File: config.mk
export PLATFORM = sky130hd
export DESIGN_NAME = arp_address_cache
export DESIGN_NICKNAME = d
export VERILOG_FILES = /design/src/aac_pkg.sv /design/src/arp_address_cache.sv /design/src/aac_entry_store.sv /design/src/aac_scan_ctrl.sv
export SDC_FILE = /design/constraint.sdc
export NUM_CORES = 2
export LEC_CHECK = 0
export BUFFER_PORTS_ARGS = -buffer_cell sky130_fd_sc_hd__buf_2
export CAP_MARGIN = 20
export CORE_ASPECT_RATIO = 0.8
export CORE_MARGIN = 3
export CORE_UTILIZATION = 56
export DETAILED_ROUTE_END_ITERATION = 10
export PLACE_DENSITY = 0.73
export RECOVER_POWER = 25
export SYNTH_ARGS = -nofsm -noshare
export SYNTH_HDL_FRONTEND = slang
export SYNTH_SLANG_ARGS = --single-unit
File: constraint.sdc
create_clock -name clk -period 9 [get_ports clk]
set_clock_uncertainty 0.15 [all_clocks]
set_input_delay 1.8 -clock clk [delete_from_list [all_inputs] [get_ports clk]]
set_output_delay 1.8 -clock clk [all_outputs]
set_load 0.005 [all_outputs]
File: src/aac_pkg.sv
// ----------------------------------------------------------------------------
// aac_pkg: shared definitions for the ARP address cache
// Field widths, operation codes and the sequencer state type.
// ----------------------------------------------------------------------------
package aac_pkg;

    localparam int AAC_ENTRIES = 16;
    localparam int IP_W        = 32;
    localparam int MAC_W       = 48;
    localparam int SLOT_W      = 4;
    localparam int TOTAL_W     = 32;

    localparam logic FUNC_LOOKUP = 1'b0;
    localparam logic FUNC_ADD    = 1'b1;

    typedef enum logic [1:0] {
        ST_IDLE,
        ST_SCAN,
        ST_FINISH
    } aac_state_t;

endpackage

File: src/arp_address_cache.sv
// ----------------------------------------------------------------------------
// arp_address_cache: fully associative IPv4 to MAC address cache
// Each item scans the whole set: one entry is read and compared per cycle.
// Items are taken one at a time, as there is a single read port and a
// single compare unit; a new item is accepted once the sequencer is idle.
// Results cannot be stalled.
// Reset: rst_n clears all valid bits, both counters and the sequencer at once.
// ----------------------------------------------------------------------------
module arp_address_cache #(
    parameter int ENTRIES = aac_pkg::AAC_ENTRIES
) (
    input  logic                        clk,
    input  logic                        rst_n,
    input  logic                        start,
    output logic                        busy,
    input  logic                        func,
    input  logic [aac_pkg::IP_W-1:0]    ip_key,
    input  logic [aac_pkg::MAC_W-1:0]   mac_in,
    output logic                        done,
    output logic                        found,
    output logic [aac_pkg::MAC_W-1:0]   mac_out,
    output logic [aac_pkg::SLOT_W-1:0]  slot_used,
    output logic                        add_dropped,
    output logic [aac_pkg::TOTAL_W-1:0] hit_total,
    output logic [aac_pkg::TOTAL_W-1:0] miss_total
);
    import aac_pkg::*;

    // Index width of the entry store; a single entry still gets one bit.
    localparam int IDX_W = (ENTRIES > 1) ? $clog2(ENTRIES) : 1;

    // Read port: the sequencer walks the entries in index order, and the
    // store answers in the next cycle with the valid bit, address and MAC.
    logic             rd_en;
    logic [IDX_W-1:0] rd_idx;
    logic             rd_valid;
    logic [IP_W-1:0]  rd_ip;
    logic [MAC_W-1:0] rd_mac;

    // Write port: used at most once per add item, in the finishing step, after the
    // full scan has settled which slot (lowest match, else lowest free) wins.
    logic             wr_en;
    logic [IDX_W-1:0] wr_idx;
    logic [IP_W-1:0]  wr_ip;
    logic [MAC_W-1:0] wr_mac;

    // The sequencer owns the item registers, the compare unit, the hit and
    // miss counters and the result registers.
    aac_scan_ctrl #(
        .ENTRIES (ENTRIES),
        .IDX_W   (IDX_W)
    ) u_scan_ctrl (
        .clk         (clk),
        .rst_n       (rst_n),
        .start       (start),
        .busy        (busy),
        .func        (func),
        .ip_key      (ip_key),
        .mac_in      (mac_in),
        .done        (done),
        .found       (found),
        .mac_out     (mac_out),
        .slot_used   (slot_used),
        .add_dropped (add_dropped),
        .hit_total   (hit_total),
        .miss_total  (miss_total),
        .rd_en       (rd_en),
        .rd_idx      (rd_idx),
        .rd_valid    (rd_valid),
        .rd_ip       (rd_ip),
        .rd_mac      (rd_mac),
        .wr_en       (wr_en),
        .wr_idx      (wr_idx),
        .wr_ip       (wr_ip),
        .wr_mac      (wr_mac)
    );

    // Entry storage: valid flags in flip-flops, address and MAC in memory.
    // Address and MAC of an entry are only used once its valid bit is set.
    aac_entry_store #(
        .ENTRIES (ENTRIES),
        .IDX_W   (IDX_W)
    ) u_entry_store (
        .clk      (clk),
        .rst_n    (rst_n),
        .rd_en    (rd_en),
        .rd_idx   (rd_idx),
        .rd_valid (rd_valid),
        .rd_ip    (rd_ip),
        .rd_mac   (rd_mac),
        .wr_en    (wr_en),
        .wr_idx   (wr_idx),
        .wr_ip    (wr_ip),
        .wr_mac   (wr_mac)
    );

endmodule

File: src/aac_entry_store.sv
// ----------------------------------------------------------------------------
// aac_entry_store: entry storage for the ARP address cache
// Valid bits in flip-flops cleared by reset; address and MAC in a memory
// with one write port and one registered read port.
// ----------------------------------------------------------------------------
module aac_entry_store #(
    parameter int ENTRIES = aac_pkg::AAC_ENTRIES,
    parameter int IDX_W   = (ENTRIES > 1) ? $clog2(ENTRIES) : 1
) (
    input  logic                     clk,
    input  logic                     rst_n,
    input  logic                     rd_en,
    input  logic [IDX_W-1:0]         rd_idx,
    output logic                     rd_valid,
    output logic [aac_pkg::IP_W-1:0] rd_ip,
    output logic [aac_pkg::MAC_W-1:0] rd_mac,
    input  logic                     wr_en,
    input  logic [IDX_W-1:0]         wr_idx,
    input  logic [aac_pkg::IP_W-1:0] wr_ip,
    input  logic [aac_pkg::MAC_W-1:0] wr_mac
);
    import aac_pkg::*;

    logic [ENTRIES-1:0] valid_reg;
    logic [IP_W-1:0]    ip_mem  [ENTRIES];
    logic [MAC_W-1:0]   mac_mem [ENTRIES];
    logic               rd_valid_reg;
    logic [IP_W-1:0]    rd_ip_reg;
    logic [MAC_W-1:0]   rd_mac_reg;

    always_ff @(posedge clk or negedge rst_n)
    begin
        if (!rst_n)
        begin
            valid_reg <= '0;
        end
        else if (wr_en)
        begin
            valid_reg[wr_idx] <= 1'b1;
        end
    end

    always_ff @(posedge clk)
    begin
        if (wr_en)
        begin
            ip_mem[wr_idx]  <= wr_ip;
            mac_mem[wr_idx] <= wr_mac;
        end
    end

    always_ff @(posedge clk)
    begin
        if (rd_en)
        begin
            rd_valid_reg <= valid_reg[rd_idx];
            rd_ip_reg    <= ip_mem[rd_idx];
            rd_mac_reg   <= mac_mem[rd_idx];
        end
    end

    assign rd_valid = rd_valid_reg;
    assign rd_ip    = rd_ip_reg;
    assign rd_mac   = rd_mac_reg;

endmodule

File: src/aac_scan_ctrl.sv
// ----------------------------------------------------------------------------
// aac_scan_ctrl: sequencer and shared compare unit
// Walks the entries one per cycle, compares each against the key, records
// the lowest match and the lowest free slot, then updates state and results.
// ----------------------------------------------------------------------------
module aac_scan_ctrl #(
    parameter int ENTRIES = aac_pkg::AAC_ENTRIES,
    parameter int IDX_W   = (ENTRIES > 1) ? $clog2(ENTRIES) : 1
) (
    input  logic                        clk,
    input  logic                        rst_n,
    input  logic                        start,
    output logic                        busy,
    input  logic                        func,
    input  logic [aac_pkg::IP_W-1:0]    ip_key,
    input  logic [aac_pkg::MAC_W-1:0]   mac_in,
    output logic                        done,
    output logic                        found,
    output logic [aac_pkg::MAC_W-1:0]   mac_out,
    output logic [aac_pkg::SLOT_W-1:0]  slot_used,
    output logic                        add_dropped,
    output logic [aac_pkg::TOTAL_W-1:0] hit_total,
    output logic [aac_pkg::TOTAL_W-1:0] miss_total,
    output logic                        rd_en,
    output logic [IDX_W-1:0]            rd_idx,
    input  logic                        rd_valid,
    input  logic [aac_pkg::IP_W-1:0]    rd_ip,
    input  logic [aac_pkg::MAC_W-1:0]   rd_mac,
    output logic                        wr_en,
    output logic [IDX_W-1:0]            wr_idx,
    output logic [aac_pkg::IP_W-1:0]    wr_ip,
    output logic [aac_pkg::MAC_W-1:0]   wr_mac
);
    import aac_pkg::*;

    localparam int CNT_W = $clog2(ENTRIES + 1);

    aac_state_t           state_reg, state_next;
    logic [CNT_W-1:0]     cnt_reg;
    logic                 pend_reg;
    logic [IDX_W-1:0]     cmp_idx_reg;
    logic                 func_reg;
    logic [IP_W-1:0]      key_reg;
    logic [MAC_W-1:0]     mac_reg;
    logic                 match_hit_reg;
    logic [IDX_W-1:0]     match_idx_reg;
    logic [MAC_W-1:0]     match_mac_reg;
    logic                 free_hit_reg;
    logic [IDX_W-1:0]     free_idx_reg;
    logic [TOTAL_W-1:0]   hit_cnt_reg;
    logic [TOTAL_W-1:0]   miss_cnt_reg;
    logic                 done_reg;
    logic                 found_reg;
    logic [MAC_W-1:0]     mac_out_reg;
    logic [SLOT_W-1:0]    slot_reg;
    logic                 dropped_reg;

    logic                 scan_end;
    logic                 cmp_match;
    logic                 cmp_free;
    logic                 finish;
    logic                 accept;
    logic                 add_ok;
    logic [IDX_W-1:0]     sel_idx;
    logic [SLOT_W+IDX_W-1:0] sel_wide;

    assign scan_end  = (cnt_reg == CNT_W'(ENTRIES));
    assign accept    = start && (state_reg == ST_IDLE);
    assign finish    = (state_reg == ST_FINISH);

    // The shared compare unit: one entry per cycle against the latched key.
    assign cmp_match = pend_reg && rd_valid && (rd_ip == key_reg);
    assign cmp_free  = pend_reg && !rd_valid;

    assign add_ok    = match_hit_reg || free_hit_reg;
    assign sel_idx   = match_hit_reg ? match_idx_reg : free_idx_reg;
    assign sel_wide  = {{SLOT_W{1'b0}}, sel_idx};

    always_comb
    begin
        state_next = state_reg;
        case (state_reg)
            ST_IDLE:
            begin
                if (start)
                begin
                    state_next = ST_SCAN;
                end
            end
            ST_SCAN:
            begin
                if (scan_end && !pend_reg)
                begin
                    state_next = ST_FINISH;
                end
            end
            ST_FINISH:
            begin
                state_next = ST_IDLE;
            end
            default:
            begin
                state_next = ST_IDLE;
            end
        endcase
    end

    always_comb
    begin
        busy   = 1'b1;
        rd_en  = 1'b0;
        wr_en  = 1'b0;
        case (state_reg)
            ST_IDLE:
            begin
                busy = 1'b0;
            end
            ST_SCAN:
            begin
                rd_en = !scan_end;
            end
            ST_FINISH:
            begin
                wr_en = (func_reg == FUNC_ADD) && add_ok;
            end
            default:
            begin
                busy = 1'b1;
            end
        endcase
    end

    assign rd_idx = cnt_reg[IDX_W-1:0];
    assign wr_idx = sel_idx;
    assign wr_ip  = key_reg;
    assign wr_mac = mac_reg;

    always_ff @(posedge clk or negedge rst_n)
    begin
        if (!rst_n)
        begin
            state_reg    <= ST_IDLE;
            cnt_reg      <= '0;
            pend_reg     <= 1'b0;
            hit_cnt_reg  <= '0;
            miss_cnt_reg <= '0;
            done_reg     <= 1'b0;
        end
        else
        begin
            state_reg <= state_next;
            pend_reg  <= rd_en;
            done_reg  <= finish;
            if (accept)
            begin
                cnt_reg <= '0;
            end
            else if (rd_en)
            begin
                cnt_reg <= cnt_reg + CNT_W'(1);
            end
            if (finish && (func_reg == FUNC_LOOKUP))
            begin
                if (match_hit_reg)
                begin
                    hit_cnt_reg <= hit_cnt_reg + TOTAL_W'(1);
                end
                else
                begin
                    miss_cnt_reg <= miss_cnt_reg + TOTAL_W'(1);
                end
            end
        end
    end

    always_ff @(posedge clk)
    begin
        if (rd_en)
        begin
            cmp_idx_reg <= rd_idx;
        end
        if (accept)
        begin
            func_reg      <= func;
            key_reg       <= ip_key;
            mac_reg       <= mac_in;
            match_hit_reg <= 1'b0;
            free_hit_reg  <= 1'b0;
        end
        else
        begin
            if (cmp_match && !match_hit_reg)
            begin
                match_hit_reg <= 1'b1;
                match_idx_reg <= cmp_idx_reg;
                match_mac_reg <= rd_mac;
            end
            if (cmp_free && !free_hit_reg)
            begin
                free_hit_reg <= 1'b1;
                free_idx_reg <= cmp_idx_reg;
            end
        end
        if (finish)
        begin
            if (func_reg == FUNC_LOOKUP)
            begin
                found_reg   <= match_hit_reg;
                mac_out_reg <= match_hit_reg ? match_mac_reg : '0;
                slot_reg    <= match_hit_reg ? sel_wide[SLOT_W-1:0] : '0;
                dropped_reg <= 1'b0;
            end
            else
            begin
                found_reg   <= 1'b0;
                mac_out_reg <= '0;
                slot_reg    <= add_ok ? sel_wide[SLOT_W-1:0] : '0;
                dropped_reg <= !add_ok;
            end
        end
    end

    assign done        = done_reg;
    assign found       = found_reg;
    assign mac_out     = mac_out_reg;
    assign slot_used   = slot_reg;
    assign add_dropped = dropped_reg;
    assign hit_total   = hit_cnt_reg;
    assign miss_total  = miss_cnt_reg;

`ifndef SYNTHESIS
    a_done_after_finish: assert property (@(posedge clk) disable iff (!rst_n)
        done |-> $past(state_reg == ST_FINISH))
        else $error("result strobe without a finishing step");

    a_add_keeps_counters: assert property (@(posedge clk) disable iff (!rst_n)
        (finish && (func_reg == FUNC_ADD)) |=> ($stable(hit_cnt_reg) && $stable(miss_cnt_reg)))
        else $error("add item changed a lookup counter");

    a_found_not_dropped: assert property (@(posedge clk) disable iff (!rst_n)
        done |-> !(found_reg && dropped_reg))
        else $error("result is both found and dropped");

    a_accept_goes_busy: assert property (@(posedge clk) disable iff (!rst_n)
        (start && !busy) |=> busy)
        else $error("accepted item did not make the block busy");
`endif

endmodule
# --- Word-level counts from Yosys, hierarchy flattened ---
# Memory sizes are Yosys's and may differ from the RTL's. A register that Yosys moved wholly into a read port is not among the register bits.
# Index checks and enable logic that the tools add are counted.
op_classes:
  add_sub_neg: 3
  n_lt_le_gt_ge: 3
  n_eq_ne: 6
  mux: 18
  n_bitwise: 4
  reduce_logical: 25
ops:
  columns: ["cell", "count"]
  rows:
  - ["$add A32 B1 Y32 const B", 2]
  - ["$eq A32 B32 Y1", 1]
  - ["$mux W4", 4]
  - ["$or A16 B16 Y16", 1]
  - ["$logic_and A1 B1 Y1", 10]
  - ["$lt A4 B5 Y1 const B", 2]
  - ["$mux W5", 2]
  - ["$reduce_and A2 Y1", 5]
  - ["$mux W1", 7]
  - ["$logic_not A1 Y1", 6]
  - ["$add A5 B1 Y5 const B", 1]
  - ["$eq A5 B5 Y1 const B", 1]
  - ["$bmux W1 S4", 1]
  - ["$demux W1 S4", 1]
  - ["$ge A4 B1 Y1 const B", 1]
  - ["$mux W2", 2]
  - ["$pmux W2 S2", 1]
  - ["$not A1 Y1", 3]
  - ["$eq A2 B1 Y1 const B", 1]
  - ["$eq A2 B2 Y1 const B", 1]
  - ["$logic_not A2 Y1", 1]
  - ["$ne A2 B1 Y1 const B", 1]
  - ["$ne A2 B2 Y1 const B", 1]
  - ["$reduce_bool A2 Y1", 1]
  - ["2 further kinds", 2]
word_totals:
  register_bits: 287
  ram_bits: 1280
  inputBits: 84
  out_inout_bits: 120
  n_memories: 2
memory_table:
  columns: ["name", "words", "width", "read_ports", "rd_ports_with_merged_regs", "write_ports", "line_no", "text"]
  rows:
  - ["u_entry_store.mac_mem", 16, 48, 1, 1, 1, "aac_entry_store.sv:26", "logic [MAC_W-1:0] mac_mem [ENTRIES];"]
  - ["u_entry_store.ip_mem", 16, 32, 1, 1, 1, "aac_entry_store.sv:25", "logic [IP_W-1:0] ip_mem [ENTRIES];"]

# --- Longest topological paths before layout ---
logic_depth:
  word_depth: 6
  depth_mapped: 10
  ltp_nobuf: 6

# --- By module ---
# A second synthesis with hierarchy kept.
hier_totals:
  hier_cells: 2701
  hier_area_um2: 60958.5
by_module_without_submodules:
  columns: ["module", "instances", "cells_each", "area_each_um2", "seq_area_each_um2"]
  rows:
  - ["aac_entry_store", 1, 2094, 50892.6, 41269.6]
  - ["aac_scan_ctrl", 1, 607, 10065.9, 7722.4]

# --- Worst setup path before layout ---
# No wires, ideal clock.
synth_timing:
  path_type: "input port to flip-flop"
  start: "input start"
  end: "register u_scan_ctrl.match_idx_reg[0] (enable)"
  setup_ns: 0.593
  arrival_ns: 7.304
  required_ns: 8.257
  path_slack_ns: 0.953
  path_stages: 4
  cell_sequence: "nor3b_1 nor3_1 nand4_1 nor4_1"
synth_via:
  elab_chain_cells: 3
synth_lines:
  columns: ["element", "line_no", "text"]
  rows:
  - ["start, declared", "arp_address_cache.sv:14", "input logic start,"]
  - ["$logic_and A1 B1 Y1", "aac_scan_ctrl.sv:68", "assign accept = start && (state_reg == ST_IDLE);"]
  - ["$not A1 Y1 (no source line)", null, null]
  - ["$reduce_and A2 Y1 (no source line)", null, null]
  - ["end signal, assigned", "aac_scan_ctrl.sv:195", "match_idx_reg <= cmp_idx_reg;"]
  - ["end, declared", "aac_scan_ctrl.sv:46", "logic [IDX_W-1:0] match_idx_reg;"]
# Every way passes these cells.
# A chain may end at the register's enable or synchronous reset.

# --- Worst setup path after layout ---
layout_timing:
  start: "register u_scan_ctrl.state_reg[1]"
  end: "memory u_entry_store.ip_mem[11][22] (enable)"
layout_via:
  elab_chain_cells: 4
layout_lines:
  columns: ["element", "line_no", "text"]
  rows:
  - ["start, declared", "aac_scan_ctrl.sv:38", "aac_state_t state_reg, state_next;"]
  - ["start signal, assigned", "aac_scan_ctrl.sv:151", "state_reg <= state_next;"]
  - ["$eq A2 B2 Y1", null, null]
  - ["net u_scan_ctrl.finish", "aac_scan_ctrl.sv:61", "logic finish;"]
  - ["$mux W1", "aac_scan_ctrl.sv:113", "case (state_reg)"]
  - ["$mux W1", "aac_entry_store.sv:45", "if (wr_en)"]
  - ["$mux W1 (not written as such)", "aac_entry_store.sv:47", "ip_mem[wr_idx] <= wr_ip;"]
  - ["end, declared", "aac_entry_store.sv:25", null]
# The timed path passes the listed nets, and every way through them passes these cells.

==> flow_summary.html <==
<table>
<tr><th>Metric</th><th>Value</th></tr>
<tr><th colspan="2">Logic synthesis</th></tr>
<tr><td>Adder and majority gate portion of the synthesized area</td><td>0.000820</td></tr>
<tr><td>Synth Area in Simple Gates</td><td>0.0229</td></tr>
<tr><td>Share of flip-flops with an asynchronous set or reset</td><td>0.0540</td></tr>
<tr><td>Post-synthesis average cell area</td><td>24.1 µm²</td></tr>
<tr><td>Net count after synthesis</td><td>2618</td></tr>
<tr><td>Mux contribution to synthesized area</td><td>0.150</td></tr>
<tr><td>Compound-cell area share of the yosys netlist</td><td>0.00176</td></tr>
<tr><td>YS warnings</td><td>0</td></tr>
<tr><td>Largest family of logic cells by synthesized area</td><td>multiplexers</td></tr>
<tr><td>Count of flip-flops with a built-in enable after synthesis</td><td>about 1600</td></tr>
<tr><td>Distinct cell type count of the synthesized netlist</td><td>43</td></tr>
<tr><td>Count of mapped cells out of synthesis</td><td>about 2500</td></tr>
<tr><td>Ys flop type</td><td>sky130_fd_sc_hd__edfxtp_1</td></tr>
<tr><td>Post-synthesis cell area</td><td>just over 60000 µm²</td></tr>
<tr><td>Number of synthesized register bits</td><td>between 1500 and 2000</td></tr>
<tr><td>Post-synthesis sequential area ratio</td><td>0.803</td></tr>
<tr><td>Post-Synth XOR/XNOR Area</td><td>0.0139</td></tr>
<tr><th colspan="2">Die</th></tr>
<tr><td>Die boundary height</td><td>301 µm</td></tr>
<tr><td>X dimension of the die</td><td>about 380 µm</td></tr>
<tr><td>Placeable core area</td><td>between 100000 and 150000 µm²</td></tr>
<tr><td>Initial standard-cell utilization of the core</td><td>0.569</td></tr>
<tr><td>IO Pins</td><td>slightly above 200</td></tr>
<tr><td>Row Count</td><td>around 110</td></tr>
<tr><td>Die Footprint</td><td>between 100000 and 150000 µm²</td></tr>
<tr><th colspan="2">Layout</th></tr>
<tr><td>Register with the most flip-flops</td><td>u_entry_store.mac_mem</td></tr>
<tr><td>Number of diodes added for antenna fixing</td><td>0</td></tr>
<tr><td>Proportion of layout cells with a drive suffix above 1</td><td>0.308</td></tr>
<tr><td>Final Util</td><td>0.640</td></tr>
<tr><td>Leading cell types in the layout, fill and taps excluded</td><td>sky130_fd_sc_hd__edfxtp_1, sky130_fd_sc_hd__mux4_2, sky130_fd_sc_hd__buf_2</td></tr>
<tr><td>Fill cell instance count of the final layout</td><td>around 6800</td></tr>
<tr><td>Area Growth Syn to Fin</td><td>12.5%</td></tr>
<tr><td>Count of nets after finishing</td><td>~3000</td></tr>
<tr><td>Largest registers</td><td>u_entry_store.mac_mem x768, u_entry_store.ip_mem x512</td></tr>
<tr><td>Largest register FFs</td><td>between 700 and 800</td></tr>
<tr><td>Commonest non-fill, non-tap cell in the layout</td><td>sky130_fd_sc_hd__edfxtp_1</td></tr>
<tr><th colspan="2">Status</th></tr>
<tr><td>Run status</td><td>finished, final reports clean</td></tr>
<tr><th colspan="2">Placement</th></tr>
<tr><td>GPL Wtd Cong</td><td>around 0.82</td></tr>
<tr><td>HPWL reported at the end of detailed placement</td><td>around 66000 µm</td></tr>
<tr><td>Quantity of I/O buffers inserted on ports</td><td>203</td></tr>
<tr><th colspan="2">Timing</th></tr>
<tr><td>Highest Clock Rate</td><td>220 MHz</td></tr>
<tr><td>Unrepaired setup endpoints after global routing</td><td>false</td></tr>
<tr><td>Final Hold Violating Endpoints</td><td>0</td></tr>
<tr><td>Transition time at the pin with the least slew margin</td><td>around 1.2 ns</td></tr>
<tr><td>Final slew viol count</td><td>0</td></tr>
<tr><td>Worst relative slew slack</td><td>0.230</td></tr>
<tr><td>Total Neg Setup Slack</td><td>0 ns</td></tr>
<tr><td>Clock period minus final worst setup slack</td><td>approximately 4.5 ns</td></tr>
<tr><td>Period Utilization, post-route</td><td>0.505</td></tr>
<tr><td>Final setup violating endpoints</td><td>0</td></tr>
<tr><th colspan="2">Detailed routing</th></tr>
<tr><td>Wire per inst</td><td>between 20 and 30 µm</td></tr>
<tr><td>Wire length reported by the detailed router</td><td>~130000 µm</td></tr>
<tr><td>Post-route DRC violation count</td><td>0</td></tr>
<tr><td>Drt initial violations</td><td>3376</td></tr>
<tr><td>TritonRoute pass-1 iters</td><td>5</td></tr>
<tr><td>Vias per cell</td><td>between 6 and 7</td></tr>
<tr><td>Count of vias placed by the detailed router</td><td>about 27000</td></tr>
<tr><td>Number of nets with antenna violations after detailed routing</td><td>0</td></tr>
<tr><th colspan="2">Global routing</th></tr>
<tr><td>Antenna violations before repair</td><td>3</td></tr>
<tr><td>Largest net degree at the start of global routing</td><td>about 140</td></tr>
<tr><td>Vias in the first global route</td><td>roughly 28000</td></tr>
<tr><td>Global-route wire length before repair</td><td>about 190000 µm</td></tr>
<tr><td>Total global routing track utilization</td><td>0.232</td></tr>
<tr><td>GRT Residual Overflow</td><td>0</td></tr>
<tr><th colspan="2">Setup path</th></tr>
<tr><td>Crit. End Element</td><td>register</td></tr>
<tr><td>Worst reg2reg path endpoint</td><td>u_entry_store.ip_mem[11][22]$_DFFE_PP_</td></tr>
<tr><td>Number of cells on the worst reg-to-reg path</td><td>7</td></tr>
<tr><td>Arr. time, crit path</td><td>~4.8 ns</td></tr>
<tr><td>Crit path kind</td><td>register to register</td></tr>
<tr><td>Origin of the critical flop-to-flop path</td><td>u_scan_ctrl.state_reg[1]$_DFFE_PN0P_</td></tr>
<tr><td>Minimum setup slack among reg-to-reg paths</td><td>4.45 ns</td></tr>
<tr><td>Crit Path Max Fanout</td><td>57</td></tr>
<tr><td>Required @ worst endpoint</td><td>about 9.2 ns</td></tr>
<tr><td>Crit path launch type</td><td>register</td></tr>
<tr><th colspan="2">Clock network</th></tr>
<tr><td>Post-CTS Setup Repair Bufs</td><td>0</td></tr>
<tr><td>Max H-tree Level</td><td>4</td></tr>
<tr><td>Register clock-pin slew on the reported worst setup and hold paths</td><td>about 0.060 ns</td></tr>
<tr><td>Post-CTS sizing</td><td>0</td></tr>
<tr><td>TritonCTS clock tree</td><td>done</td></tr>
<tr><td>CTS hold repair buffers</td><td>0</td></tr>
<tr><td>Total clock sinks</td><td>1647</td></tr>
<tr><td>Buffer levels on the longest clock path</td><td>3</td></tr>
<tr><td>Clock latency on the worst-skew pair</td><td>~0.77 ns</td></tr>
<tr><td>Root Driver</td><td>sky130_fd_sc_hd__clkbuf_16</td></tr>
<tr><td>Num CTS Buffers</td><td>151</td></tr>
<tr><th colspan="2">Run</th></tr>
<tr><td>Number of violations of the max-capacitance limit</td><td>0</td></tr>
<tr><th colspan="2">Power and ir drop</th></tr>
<tr><td>Power density over the cells</td><td>~280 nW/µm²</td></tr>
<tr><td>Worst IR Drop VDD</td><td>slightly below 200 µV</td></tr>
<tr><td>Static Leakage</td><td>22.4 nW</td></tr>
<tr><th colspan="2">Min path</th></tr>
<tr><td>Origin of the worst min-delay path</td><td>u_entry_store.rd_mac[27]$_DFFE_PP_</td></tr>
<tr><td>Hold crit path type</td><td>register to register</td></tr>
<tr><td>Endpoint, Worst Hold</td><td>u_scan_ctrl.match_mac_reg[27]$_DFFE_PP_</td></tr>
<tr><td>Cell depth of the worst min-delay path</td><td>0</td></tr>
</table>
-- synth_stat cells (16+ instances only) --
cell type,n,area (µm²)
sky130_fd_sc_hd__nand4_1,20,125
sky130_fd_sc_hd__mux4_2,405,9120
sky130_fd_sc_hd__or2_2,18,113
sky130_fd_sc_hd__xor2_1,55,482
sky130_fd_sc_hd__and2_1,53,332
sky130_fd_sc_hd__buf_2,34,170
sky130_fd_sc_hd__dfrtp_1,89,2230
sky130_fd_sc_hd__clkbuf_1,46,173
sky130_fd_sc_hd__buf_1,16,60.1
sky130_fd_sc_hd__nor2_1,42,158
sky130_fd_sc_hd__xnor2_1,42,368
sky130_fd_sc_hd__edfxtp_1,1556,46700
sky130_fd_sc_hd__nand2_1,41,154
-- per-stage QoR --
step	setup slack (ns)	instance area, µm²	std cells	total power [mW]	hold slack, ns
3_5_place_dp	4.34	63900	4098	13.2	0.255
6_report	4.45	68700	4370	19.1	0.265
5_1_grt	4.19	68700	4370	19.8	0.271
3_3_place_gp	4.45	63900	4098	13.1	0.253
2_1_floorplan	0.953	61000	2530	12.3	0.250
4_1_cts	4.38	68600	4366	19.2	0.267
-- how the worst max path moves through the flow --
stage | start | endpoint | slack, ns | depth (start not counted)
detailed placement | start | u_scan_ctrl.match_mac_reg[31]$_DFFE_PP_ | 4.34 | 7
floorplan | start | u_scan_ctrl.match_idx_reg[0]$_DFFE_PP_ | 0.95 | 4
global route | u_scan_ctrl.state_reg[1]$_DFFE_PN0P_ | u_entry_store.ip_mem[11][22]$_DFFE_PP_ | 4.19 | 7
global placement | start | u_scan_ctrl.match_mac_reg[15]$_DFFE_PP_ | 4.45 | 7
finish | u_scan_ctrl.state_reg[1]$_DFFE_PN0P_ | u_entry_store.ip_mem[11][22]$_DFFE_PP_ | 4.45 | 7
CTS | u_scan_ctrl.state_reg[1]$_DFFE_PN0P_ | u_entry_store.mac_mem[11][9]$_DFFE_PP_ | 4.38 | 7
-- kinds of logic (layout without fill, tap and decap cells) --
group | count (synthesis) | after routing
and+or+nand+nor | 249 | 249
xor gates and xnor gates | 97 | 97
adders and majority gates | 4 | 4
muxes | 408 | 408
AOI/OAI and AO/OA | 16 | 16
DFF | 1647 | 1647
buffers and inverters | 109 | 532
-- routing by layer --
metal	routed length, µm	GRT usage
met5	0	0
met1	51800	0.338
met2	63200	0.365
met4	2880	0.0713
met3	10700	0.0455
-- power breakdown --
part           switching (mW)  internal [mW]  leakage [nW]
registers               0.509           9.02          15.4
logic                    1.59           1.94          4.80
clock network            2.69           3.34          2.25
total                    4.79           14.3          22.4
-- layout make-up --
type                    count  area, µm²  area share
clock buffers             188       4100      0.0597
clock inverters            80        539     0.00785
inverters                   8       30.0    0.000437
multi-input cells         774      11700       0.171
flip-flops and latches   1647      49000       0.714
well taps                1417       1770      0.0258
repair buffers            256       1510      0.0220
-- critical path, cell delays in order (launching register included) --
cell and delay [ns]:
sky130_fd_sc_hd__dfrtp_1 0.44, sky130_fd_sc_hd__nor2b_4 0.17, sky130_fd_sc_hd__buf_4 0.70, sky130_fd_sc_hd__and3b_1 0.30
sky130_fd_sc_hd__nand2_1 0.24, sky130_fd_sc_hd__nor2_4 0.91, sky130_fd_sc_hd__buf_4 0.50, sky130_fd_sc_hd__buf_4 0.70
Note: power is estimated with default switching activity, not from simulation.
